$ cat config.mk
export PLATFORM = sky130hd
export DESIGN_NAME = sm3_hash_engine
export DESIGN_NICKNAME = d
export VERILOG_FILES = /design/src/rtl/sm3_pkg.sv /design/src/rtl/sm3_compress.sv /design/src/rtl/sm3_hash_engine.sv
export SDC_FILE = /design/constraint.sdc
export NUM_CORES = 2
export LEC_CHECK = 0
export BUFFER_PORTS_ARGS = -buffer_cell sky130_fd_sc_hd__buf_2
export CORE_MARGIN = 2
export CORE_UTILIZATION = 40
export DETAILED_ROUTE_END_ITERATION = 8
export PLACE_DENSITY = 0.63
export SLEW_MARGIN = 20
export SYNTH_ARGS = -nofsm -noshare
export SYNTH_HDL_FRONTEND = slang
export SYNTH_SLANG_ARGS = --single-unit
$ cat constraint.sdc
create_clock -name clock -period 16.54 [get_ports clock]
set_clock_uncertainty 0.15 [all_clocks]
set_input_delay 4.135 -clock clock [delete_from_list [all_inputs] [get_ports clock]]
set_output_delay 4.135 -clock clock [all_outputs]
set_load 0.005 [all_outputs]
$ cat src/rtl/sm3_pkg.sv
// ----------------------------------------------------------------------------
// SM3 package
// Shared constants, types and round functions of the SM3 hash engine.
// ----------------------------------------------------------------------------
package sm3_pkg;
   localparam int unsigned NumCfg = 6;
   typedef enum logic [2:0] {
      CFG_USE_IV  = 3'd0,
      CFG_IV01    = 3'd1,
      CFG_IV23    = 3'd2,
      CFG_IV45    = 3'd3,
      CFG_IV67    = 3'd4,
      CFG_LEN_OFS = 3'd5
   } cfg_idx_type;

   typedef logic [7:0][31:0] state_type;

   localparam state_type StdIv = {
      32'hB0FB0E4E, 32'hE38DEE4D, 32'h163138AA, 32'hA96F30BC,
      32'hDA8A0600, 32'h172442D7, 32'h4914B2B9, 32'h7380166F};
   localparam logic [31:0] TjLow  = 32'h79CC4519;
   localparam logic [31:0] TjHigh = 32'h7A879D8A;
   localparam logic [31:0] PadOne = 32'h80000000;

   // Handshake between the sequencer and the compression unit.
   typedef struct packed {
      logic start;
      logic busy;
      logic done;
   } cmp_ctl_type;

   function automatic logic [31:0] rotl(input logic [31:0] x, input logic [4:0] n);
      logic [63:0] d;
      d = {x, x} << n;
      return d[63:32];
   endfunction

   function automatic logic [31:0] p0f(input logic [31:0] x);
      return x ^ rotl(x, 5'd9) ^ rotl(x, 5'd17);
   endfunction

   function automatic logic [31:0] p1f(input logic [31:0] x);
      return x ^ rotl(x, 5'd15) ^ rotl(x, 5'd23);
   endfunction
endpackage

$ cat src/rtl/sm3_compress.sv
// ----------------------------------------------------------------------------
// SM3 compression unit
// One round per cycle over a 16-word expansion window; 64 rounds per block.
// ----------------------------------------------------------------------------
module sm3_compress (
   input  logic                 clock,
   input  logic                 reset,
   input  logic                 start,
   input  logic [15:0][31:0]    block,
   input  sm3_pkg::state_type   chain_in,
   output sm3_pkg::state_type   chain_out,
   output logic                 done
);
   import sm3_pkg::*;

   logic [15:0][31:0] win_ff, win_in;
   state_type         regs_ff, regs_in;
   logic [5:0]        round_ff, round_in;
   logic              busy_ff, busy_in, done_ff, done_in;

   logic [31:0] wj, wj4, wnew, tj, a12, ss1, ss2, ff, gg, tt1, tt2;

   always_comb begin
      // window holds W[j..j+15]; wnew is W[j+16]
      wnew = p1f(win_ff[0] ^ win_ff[7] ^ rotl(win_ff[13], 5'd15))
             ^ rotl(win_ff[3], 5'd7) ^ win_ff[10];
      wj   = win_ff[0];
      wj4  = win_ff[4];
      tj   = (round_ff < 6'd16) ? TjLow : TjHigh;
      a12  = rotl(regs_ff[0], 5'd12);
      ss1  = rotl(a12 + regs_ff[4] + rotl(tj, round_ff[4:0]), 5'd7);
      ss2  = ss1 ^ a12;
      if (round_ff < 6'd16) begin
         ff = regs_ff[0] ^ regs_ff[1] ^ regs_ff[2];
         gg = regs_ff[4] ^ regs_ff[5] ^ regs_ff[6];
      end else begin
         ff = (regs_ff[0] & regs_ff[1]) | (regs_ff[0] & regs_ff[2]) |
              (regs_ff[1] & regs_ff[2]);
         gg = (regs_ff[4] & regs_ff[5]) | (~regs_ff[4] & regs_ff[6]);
      end
      tt1 = ff + regs_ff[3] + ss2 + (wj ^ wj4);
      tt2 = gg + regs_ff[7] + ss1 + wj;

      win_in   = win_ff;
      regs_in  = regs_ff;
      round_in = round_ff;
      busy_in  = busy_ff;
      done_in  = 1'b0;
      if (start) begin
         win_in   = block;
         regs_in  = chain_in;
         round_in = '0;
         busy_in  = 1'b1;
      end else if (busy_ff) begin
         win_in     = {wnew, win_ff[15:1]};
         regs_in[3] = regs_ff[2];
         regs_in[2] = rotl(regs_ff[1], 5'd9);
         regs_in[1] = regs_ff[0];
         regs_in[0] = tt1;
         regs_in[7] = regs_ff[6];
         regs_in[6] = rotl(regs_ff[5], 5'd19);
         regs_in[5] = regs_ff[4];
         regs_in[4] = p0f(tt2);
         round_in   = round_ff + 6'd1;
         if (round_ff == 6'd63) begin
            busy_in = 1'b0;
            done_in = 1'b1;
         end
      end
   end

   always_ff @(posedge clock) begin
      win_ff  <= win_in;
      regs_ff <= regs_in;
      if (reset) begin
         round_ff <= '0;
         busy_ff  <= 1'b0;
         done_ff  <= 1'b0;
      end else begin
         round_ff <= round_in;
         busy_ff  <= busy_in;
         done_ff  <= done_in;
      end
   end

   assign chain_out = regs_ff;
   assign done      = done_ff;
endmodule

$ cat src/rtl/sm3_hash_engine.sv
// ----------------------------------------------------------------------------
// SM3 hash engine
// Streams a message in as 32-bit words, pads it and returns the 256-bit digest.
// ----------------------------------------------------------------------------
// Channel | Direction | Content
// req_    | in        | tdata: data_word[31:0], byte_count[34:32]; tlast: last_item
// rsp_    | out       | tdata: digest_word[31:0], word_index[34:32]; tlast: last_word
// csr_    | in        | write enable, index, 64-bit data
// Words are taken while req_tready is high; the 16th word of a block starts the
// round unit, and req_tready stays low until its rounds end and the chain is updated.
// After a last word the engine pushes the 0x80 word if owed and zero padding words,
// writes the length words and runs each padded block, then shows eight digest beats
// on rsp_, one per cycle while rsp_tready is high.
// Reset is synchronous; it clears control and configuration state and reloads the standard IV, no clearing pass.
// ----------------------------------------------------------------------------
module sm3_hash_engine (
   input  logic        clock,
   input  logic        reset,
   input  logic        req_tvalid,
   output logic        req_tready,
   input  logic [39:0] req_tdata,   // data_word[31:0], byte_count[34:32], zeros
   input  logic        req_tlast,
   output logic        rsp_tvalid,
   input  logic        rsp_tready,
   output logic [39:0] rsp_tdata,   // digest_word[31:0], word_index[34:32], zeros
   output logic        rsp_tlast,
   input  logic        csr_we,
   input  logic [2:0]  csr_index,
   input  logic [63:0] csr_wdata
);
   import sm3_pkg::*;

   typedef enum logic [2:0] {
      ST_IDLE, ST_RUN, ST_PAD, ST_LEN, ST_WAIT, ST_OUT
   } phase_type;

   phase_type         phase_ff;
   logic              use_iv_ff;
   logic [3:0][63:0]  iv_ff;
   logic [63:0]       len_ofs_ff;
   state_type         chain_ff;
   logic [15:0][31:0] blk_ff;
   logic [3:0]        fill_ff;
   logic [63:0]       bits_ff;
   logic              pad_after_ff;  // push the 0x80 word once the block frees up
   logic              phase_pad_ff;  // padding in progress until the length block starts
   logic              final_ff;      // running block is the last one
   logic [2:0]        out_idx_ff;
   logic              start_ff, start_in;

   state_type   cmp_out;
   logic        cmp_done;

   logic [31:0] data_w;
   logic [2:0]  bcnt, bc;
   logic [31:0] keep, part, blk_word;
   logic [3:0]  push_fill;
   logic [63:0] bits_cur, add_bits;
   logic [63:0] msg_len;
   logic        req_take, pad_push;
   state_type   iv_sel;

   assign data_w = req_tdata[31:0];
   assign bcnt   = req_tdata[34:32];
   assign bc     = (bcnt > 3'd4) ? 3'd4 : bcnt;
   assign msg_len = bits_ff + len_ofs_ff;

   assign req_tready = (phase_ff == ST_IDLE) || (phase_ff == ST_RUN);
   assign req_take   = req_tvalid && req_tready;

   always_comb begin
      keep = (bc == 3'd0) ? 32'h0 : (32'hFFFFFFFF << (6'd32 - {bc, 3'b000}));
      part = (data_w & keep) | (32'h80 << (5'd24 - {bc[1:0], 3'b000}));
      for (int i = 0; i < 4; i++) begin
         iv_sel[2*i]   = iv_ff[i][63:32];
         iv_sel[2*i+1] = iv_ff[i][31:0];
      end
      // first word of a message starts from an empty block and a zero length
      push_fill = (phase_ff == ST_IDLE) ? 4'd0 : fill_ff;
      bits_cur  = (phase_ff == ST_IDLE) ? 64'd0 : bits_ff;
      add_bits  = req_tlast ? {58'd0, bc, 3'b000} : 64'd32;
      pad_push  = (phase_ff == ST_PAD) && (pad_after_ff || fill_ff != 4'd14);
      if (phase_ff == ST_PAD) begin
         blk_word = pad_after_ff ? PadOne : 32'h0;
      end else begin
         blk_word = (req_tlast && bc != 3'd4) ? part : data_w;
      end
      // a word landing in slot 15 or the length words fire the round unit
      start_in = ((req_take || pad_push) && push_fill == 4'd15) || (phase_ff == ST_LEN);
   end

   sm3_compress u_cmp (
      .clock    (clock),
      .reset    (reset),
      .start    (start_ff),
      .block    (blk_ff),
      .chain_in (chain_ff),
      .chain_out(cmp_out),
      .done     (cmp_done)
   );

   always_ff @(posedge clock) begin
      if (reset) begin
         phase_ff     <= ST_IDLE;
         use_iv_ff    <= 1'b0;
         iv_ff        <= '0;
         len_ofs_ff   <= '0;
         chain_ff     <= StdIv;
         fill_ff      <= '0;
         bits_ff      <= '0;
         pad_after_ff <= 1'b0;
         phase_pad_ff <= 1'b0;
         final_ff     <= 1'b0;
         out_idx_ff   <= '0;
         start_ff     <= 1'b0;
      end else begin
         start_ff <= start_in;
         if (start_in) final_ff <= (phase_ff == ST_LEN);
         if (csr_we) begin
            case (csr_index)
               CFG_USE_IV:  use_iv_ff  <= csr_wdata[0];
               CFG_IV01:    iv_ff[0]   <= csr_wdata;
               CFG_IV23:    iv_ff[1]   <= csr_wdata;
               CFG_IV45:    iv_ff[2]   <= csr_wdata;
               CFG_IV67:    iv_ff[3]   <= csr_wdata;
               CFG_LEN_OFS: len_ofs_ff <= csr_wdata;
               default: ;
            endcase
         end
         case (phase_ff)
            ST_IDLE, ST_RUN: begin
               if (req_tvalid) begin
                  // first word of a message: load the chaining value
                  if (phase_ff == ST_IDLE) begin
                     chain_ff <= use_iv_ff ? iv_sel : StdIv;
                  end
                  blk_ff[push_fill] <= blk_word;
                  fill_ff           <= push_fill + 4'd1;
                  bits_ff           <= bits_cur + add_bits;
                  pad_after_ff      <= req_tlast && (bc == 3'd4);
                  phase_pad_ff      <= req_tlast;
                  if (push_fill == 4'd15) begin
                     phase_ff <= ST_WAIT;
                  end else if (req_tlast) begin
                     phase_ff <= ST_PAD;
                  end else begin
                     phase_ff <= ST_RUN;
                  end
               end
            end
            ST_PAD: begin
               // push the 0x80 word if owed, then zeros until fill reaches 14
               if (pad_push) begin
                  blk_ff[fill_ff] <= blk_word;
                  pad_after_ff    <= 1'b0;
                  fill_ff         <= fill_ff + 4'd1;
                  if (fill_ff == 4'd15) phase_ff <= ST_WAIT;
               end else begin
                  phase_ff <= ST_LEN;
               end
            end
            ST_LEN: begin
               blk_ff[14]   <= msg_len[63:32];
               blk_ff[15]   <= msg_len[31:0];
               fill_ff      <= '0;
               phase_pad_ff <= 1'b0;
               phase_ff     <= ST_WAIT;
            end
            ST_WAIT: begin
               if (cmp_done) begin
                  chain_ff <= chain_ff ^ cmp_out;
                  if (final_ff) begin
                     out_idx_ff <= '0;
                     phase_ff   <= ST_OUT;
                  end else if (phase_pad_ff) begin
                     phase_ff <= ST_PAD;
                  end else begin
                     phase_ff <= ST_RUN;
                  end
               end
            end
            ST_OUT: begin
               if (rsp_tready) begin
                  out_idx_ff <= out_idx_ff + 3'd1;
                  if (out_idx_ff == 3'd7) phase_ff <= ST_IDLE;
               end
            end
            default: phase_ff <= ST_IDLE;
         endcase
      end
   end

   assign rsp_tvalid = (phase_ff == ST_OUT);
   assign rsp_tdata  = {5'd0, out_idx_ff, chain_ff[out_idx_ff]};
   assign rsp_tlast  = (out_idx_ff == 3'd7);
endmodule

# == After elaboration in Yosys (flattened, before gate mapping) ==
# Index checks and enable logic that the tools add are counted.
# word_totals
reg_bits,1943
out_inout_bits,43
wordCells,241
# op_classes
add_sub_neg,16
magnitude_cmp,7
eq_ne,25
shifts,3
muxes,59
bitwise_logic,28
n_reduce_logical,38
# ops
operator,n
2-to-1 mux 512 bit,4
2-to-1 mux 256 bit,6
bitwise mux 512 bit,2
one-hot mux 448 bit (2 select lines),1
one-hot mux 256 bit (2 select lines),1
bitwise XOR 32 bit,14
2-to-1 mux 32 bit,9
adder 32 bit,8
demux 32 bit (select 4 bit),2
bitwise XOR 256 bit,1
AND 32 bit,6
one-hot mux 64 bit (3 select lines),1
OR 32 bit,4
binary-select mux 32 bit (select 3 bit),1
adder 64 x 6 -> 64 bit,1
adder 64 bit,1
2-to-1 mux 64 bit,1
<< shifter 64 x 5 -> 64 bit,1
2-to-1 mux 3 bit,12
inverter 32 bit,1
"<< shifter 32 x 6 -> 32 bit, first input constant",1
"<< shifter 8 x 5 -> 32 bit, first input constant",1
2-to-1 mux 26 bit,1
"equality test 3 bit, second input constant",6
other kinds (39),90

# == Longest topological paths before layout ==
# depth
word_depth,12
depth_mapped,43
mapped_depth_nobuf,39

# == Cells and area by module ==
# From an unflattened synthesis, not the netlist that was laid out.
# unflattened
hier_cells,9216
hier_area_um2,99561.7
# by_module_without_submodules
mod,n_inst,cells_each,area_per_inst_um2,seq_area_each_um2
sm3_hash_engine,1,5576,52251.4,28427.3
sm3_compress,1,3640,47310.4,23222.3

# == Least setup slack after synthesis ==
# OpenSTA, ideal clock, no wires.
# synth_timing
path_kind,flip-flop to flip-flop
start,register start_ff
end,"register u_cmp.regs_ff, in the netlist u_cmp.chain_out[0] (enable)"
setup_time_ns,0.823
arrival_time_ns,10.542
required_ns,15.567
setup_slack_ns,5.025
path_stages_with_launch,6
n_path_buf,4
period_less_slack_ns,11.515
cell_sequence,dfxtp_1 clkbuf_1 clkbuf_1 clkbuf_1 clkbuf_1 or2_2
# synth_between
elab_chain_cells,1
# synth_rtl
item,line_no,rtl
from (decl),sm3_hash_engine.sv:49,"logic start_ff, start_in;"
from (signal assigned),sm3_hash_engine.sv:117,start_ff <= start_in;
nonzero test 2 bit (no line),--,
to (signal assigned),sm3_compress.sv:74,regs_ff <= regs_in;
to (decl),sm3_compress.sv:17,"state_type regs_ff, regs_in;"
# Every way passes these cells.
# A chain may end at the register's enable or synchronous reset.

# == Worst setup path after layout ==
# layout_timing
start,register u_cmp.round_ff[4]
end,"register u_cmp.regs_ff, in the netlist u_cmp.chain_out[24] (data pin)"
# layout_between
elab_chain_cells,9
# layout_rtl
item,line_no,rtl
from (decl),sm3_compress.sv:18,"logic [5:0] round_ff, round_in;"
from (signal assigned),sm3_compress.sv:80,round_ff <= round_in;
< comparator 6 x 5 -> 1 bit,"sm3_compress.sv:29, sm3_compress.sv:33",
2-to-1 mux 26 bit,sm3_compress.sv:29,tj = (round_ff < 6'd16) ? TjLow : TjHigh;
<< shifter 64 x 5 -> 64 bit,sm3_pkg.sv:34,"d = {x, x} << n;"
adder 32 bit,sm3_compress.sv:31,"ss1 = rotl(a12 + regs_ff[4] + rotl(tj, round_ff[4:0]), 5'd7);"
bitwise XOR 32 bit,sm3_compress.sv:32,ss2 = ss1 ^ a12;
adder 32 bit * (2 in a row),sm3_compress.sv:41,tt1 = ff + regs_ff[3] + ss2 + (wj ^ wj4);
2-to-1 mux 256 bit *,sm3_compress.sv:54,end else if (busy_ff) begin
2-to-1 mux 256 bit *,sm3_compress.sv:49,if (start) begin
net u_cmp.regs_in[24],sm3_compress.sv:17,
# Mark *: on every way through the listed nets, which the timed path passes. The rest lies on a longest branch. The select of a mux whose other input is x is not followed.

==> metrics.txt <==
# TYPE chip_impl_metric gauge
chip_impl_metric{name="fillers",unit=""} 22700
chip_impl_metric{name="setup_ws",unit="ns"} 4.21
chip_impl_metric{name="die_area",unit="sq um"} 251000
chip_impl_metric{name="grt_max_degree",unit=""} 211
chip_impl_metric{name="max-cap-violations",unit=""} 0
chip_impl_metric{name="cts_inserted_buffers",unit=""} 198
chip_impl_info{name="clockRootBuffer",value="clkbuf_16"} 1
chip_impl_metric{name="nets",unit=""} 9551
chip_impl_metric{name="post-route-period-util",unit="%"} 74.6
chip_impl_metric{name="gp_routability_congestion",unit=""} 1.00
chip_impl_metric{name="dr.first_iter.drc_count",unit=""} 10500
chip_impl_metric{name="clkTransAtPathRegs",unit="ns"} 0.07
chip_impl_metric{name="crit_path_largest_cell_delay",unit="ns"} 0.95
chip_impl_metric{name="finalWirelength",unit="mm"} 370
chip_impl_metric{name="numClockSinks",unit=""} 1940
chip_impl_metric{name="worst-endpoint-arrival",unit="ns"} 12.79
chip_impl_metric{name="area.growth.synth_to_final",unit="%"} 10.6
chip_impl_metric{name="synth.yosys.warnings",unit=""} 0
chip_impl_metric{name="avgSynthCellArea",unit="sq um"} 10.8
chip_impl_metric{name="grt_remaining_overflow",unit=""} 0
chip_impl_metric{name="yosys-mux-area-fraction",unit="%"} 9.78
chip_impl_info{name="unrepaired_setup_endpoints_after_global_routing",value="false"} 1
chip_impl_info{name="crit_path_frequent_cell",value="a21oi_1"} 1
chip_impl_metric{name="vias",unit=""} 74700
chip_impl_metric{name="die_w",unit="microns"} 501
chip_impl_metric{name="netlist-cell-type-count",unit=""} 98
chip_impl_metric{name="grt_pass1_vias",unit=""} 69600
chip_impl_metric{name="final_core_util",unit="%"} 44.5
chip_impl_info{name="path_class",value="reg2reg"} 1
chip_impl_metric{name="post-place-ws",unit="ns"} 4.28
chip_impl_metric{name="synth-seq-area-share",unit="%"} 52.2
chip_impl_metric{name="synth_simple_gate_area_share",unit="%"} 9.84
chip_impl_metric{name="number_of_flops_mapped_to_enable_cells_by_yosys",unit=""} 1280
chip_impl_metric{name="track_usage",unit="%"} 28.6
chip_impl_metric{name="compound_cell_area_share_of_the_yosys_netlist",unit="%"} 13.4
chip_impl_metric{name="synthesis.instances",unit=""} 9199
chip_impl_metric{name="final_layout_size_suffix_gt1_share",unit="%"} 15.1
chip_impl_info{name="postSynth.topFlopCell",value="edfxtp_1"} 1
chip_impl_metric{name="slew-limit-headroom",unit="%"} 11.3
chip_impl_metric{name="drt-pass1-iter-count",unit=""} 8
chip_impl_metric{name="timing.critical_path.fanout_max",unit=""} 48
chip_impl_metric{name="cts_resized",unit=""} 0
chip_impl_metric{name="grt_pass1_wl",unit="mm"} 517
chip_impl_metric{name="htree_num_levels",unit=""} 4
chip_impl_metric{name="floorplan.io_pins",unit=""} 156
chip_impl_info{name="critical_path.startpoint_type",value="flop"} 1
chip_impl_metric{name="postSynth.asyncResetShare",unit="%"} 0
chip_impl_info{name="critical_path.slowest_cell",value="a211oi_1"} 1
chip_impl_metric{name="synth_fa_ha_area_share",unit="%"} 6.03
chip_impl_metric{name="row_count",unit=""} 182
chip_impl_metric{name="vias_per_cell",unit=""} 5.98
chip_impl_metric{name="cts.repair_timing.setup_buffer_count",unit=""} 0
chip_impl_metric{name="yosys_register_bits",unit=""} 1940
chip_impl_info{name="timing.hold.worst.class",value="reg2reg"} 1
chip_impl_info{name="yosysMostFrequentCell",value="edfxtp_1"} 1
chip_impl_metric{name="die_h",unit="microns"} 501
chip_impl_metric{name="transition_time_at_the_pin_with_the_least_slew_margin",unit="ns"} 1.32
chip_impl_metric{name="wl_per_cell",unit="microns"} 29.6
chip_impl_metric{name="source_to_sink_clock_delay_at_the_later_pin_of_the_worst_skew_pair",unit="ns"} 0.89
chip_impl_metric{name="place.port_buffers",unit=""} 145
chip_impl_metric{name="period_needed",unit="ns"} 12.33
chip_impl_info{name="endpoint_kind",value="flop"} 1
chip_impl_metric{name="core_region_area",unit="sq um"} 246000
chip_impl_metric{name="cp_num_buf_inv",unit=""} 3
chip_impl_metric{name="setup_violations",unit=""} 0
chip_impl_metric{name="drt.antenna.violating_nets",unit=""} 0
chip_impl_info{name="outcome",value="finished clean"} 1
chip_impl_metric{name="setup-tns-final",unit="ns"} 0
chip_impl_metric{name="yosys.area_share.xor_xnor",unit="%"} 4.71
chip_impl_metric{name="hold_viol_final",unit=""} 0
chip_impl_metric{name="holdBufCountCts",unit=""} 0
chip_impl_metric{name="fmax",unit="MHz"} 81.1
chip_impl_metric{name="clockBufferDepth",unit=""} 3
chip_impl_info{name="yosys.area.top_type",value="edfxtp_1"} 1
chip_impl_metric{name="worst-endpoint-required",unit="ns"} 17.00
chip_impl_metric{name="post_synth_instance_area",unit="sq um"} 98900
chip_impl_info{name="synth.top_cells.by_count",value="edfxtp_1 (1280), nand2_1 (1114), a21oi_1 (926), nor2_1 (759), mux2_2 (666)"} 1
chip_impl_info{name="synth_top_cells_by_area",value="edfxtp_1 (39%), dfxtp_1 (13%), mux2_2 (7.6%)"} 1
chip_impl_info{name="clock_tree_from_tritoncts",value="done"} 1
chip_impl_metric{name="initial_antenna_violation_count",unit=""} 30
chip_impl_metric{name="worst_hold_margin",unit="ns"} 0.305
chip_impl_metric{name="post-route-drc-count",unit=""} 0
chip_impl_metric{name="synth_top_cell_area_share",unit="%"} 38.9
chip_impl_metric{name="detailed_place_hpwl",unit="mm"} 258
chip_impl_info{name="critical-path-top-delay-family",value="compound AO/OA/AOI/OAI gates"} 1
chip_impl_metric{name="finalMaxSlewViolations",unit=""} 0
chip_impl_metric{name="initial_utilization",unit="%"} 40.2
chip_impl_info{name="synth_top_family_by_area",value="compound AO/OA/AOI/OAI gates"} 1
## layout by cell type, fill, tap and decap left out, types with 190 or more instances in the layout
master,count
dfxtp_1,655
edfxtp_1,1280
xnor2_1,408
nand2_1,1103
fa_1,190
a21oi_1,924
mux2_2,666
nor2_1,742
o21ai_0,602
inv_1,463
clkbuf_16,203
## area by class of cell
type,count,area [sq um],share of cell area (%)
inverter,467,1750,1.60
timing repair buffer,267,1820,1.66
clock buffer,270,5480,5.01
sequential,1940,51700,47.2
antenna,11,27.5,0.0252
tap,3220,4030,3.68
clock inverter,100,1070,0.981
multi-input combinational,6202,43600,39.8
## metrics by stage
stage / cell area (sq um) / instances
after floorplan: 98900 / 9203
after global placement: 103000 / 12100
after detailed placement: 103000 / 12100
after CTS: 109000 / 12500
after global routing: 109000 / 12500
final: 109000 / 12500
## routing by layer
layer,up-vias,track usage [%],wire length [microns]
met5,-,0,120
met4,18,17.7,26600
met3,805,6.45,38900
met2,4124,41.8,158000
met1,37300,38.5,146000
li1,32400,-,-
## flip-flops by register name (all words and copies together) (netlist names), 3 cells and up
register / cells
blk_ff: 512
u_cmp.win_ff: 448
chain_ff: 256
iv_ff: 256
u_cmp.chain_out: 256
len_ofs_ff: 64
bits_ff: 61
u_cmp.wj4: 32
u_cmp.wj: 32
u_cmp.round_ff: 6
fill_ff: 4
out_idx_ff: 3
phase_ff: 3
## tightest hold or removal path: cells and delay by family, from the launching register on
family,cells,cell delay [ns]
flops,1,0.31
simple gates,1,0.05
compound gates,1,0.05
## cell families after synthesis
group / Yosys count
AND/OR/NAND/NOR: 2322
AO/OA/AOI/OAI: 2180
flip-flops: 1940
buffers and inverters: 1061
multiplexers: 803
XOR/XNOR: 529
adder cells (fa/ha/maj): 363
other: 1
## path summary, 6_finish.rpt
check | from | to | slack, ns | cells past startpoint
setup / recovery | u_cmp.round_ff[4] | u_cmp.chain_out[24] | 4.21 | 37
hold reg to reg | iv_ff[174] | iv_ff[174] | 0.30 | 2
hold / removal | iv_ff[174] | iv_ff[174] | 0.30 | 2
setup reg to reg | u_cmp.round_ff[4] | u_cmp.chain_out[24] | 4.21 | 37
Power is left out: the tool's default activity adds up to more than one toggle a clock period on the data nets, which glitch-free logic cannot reach.
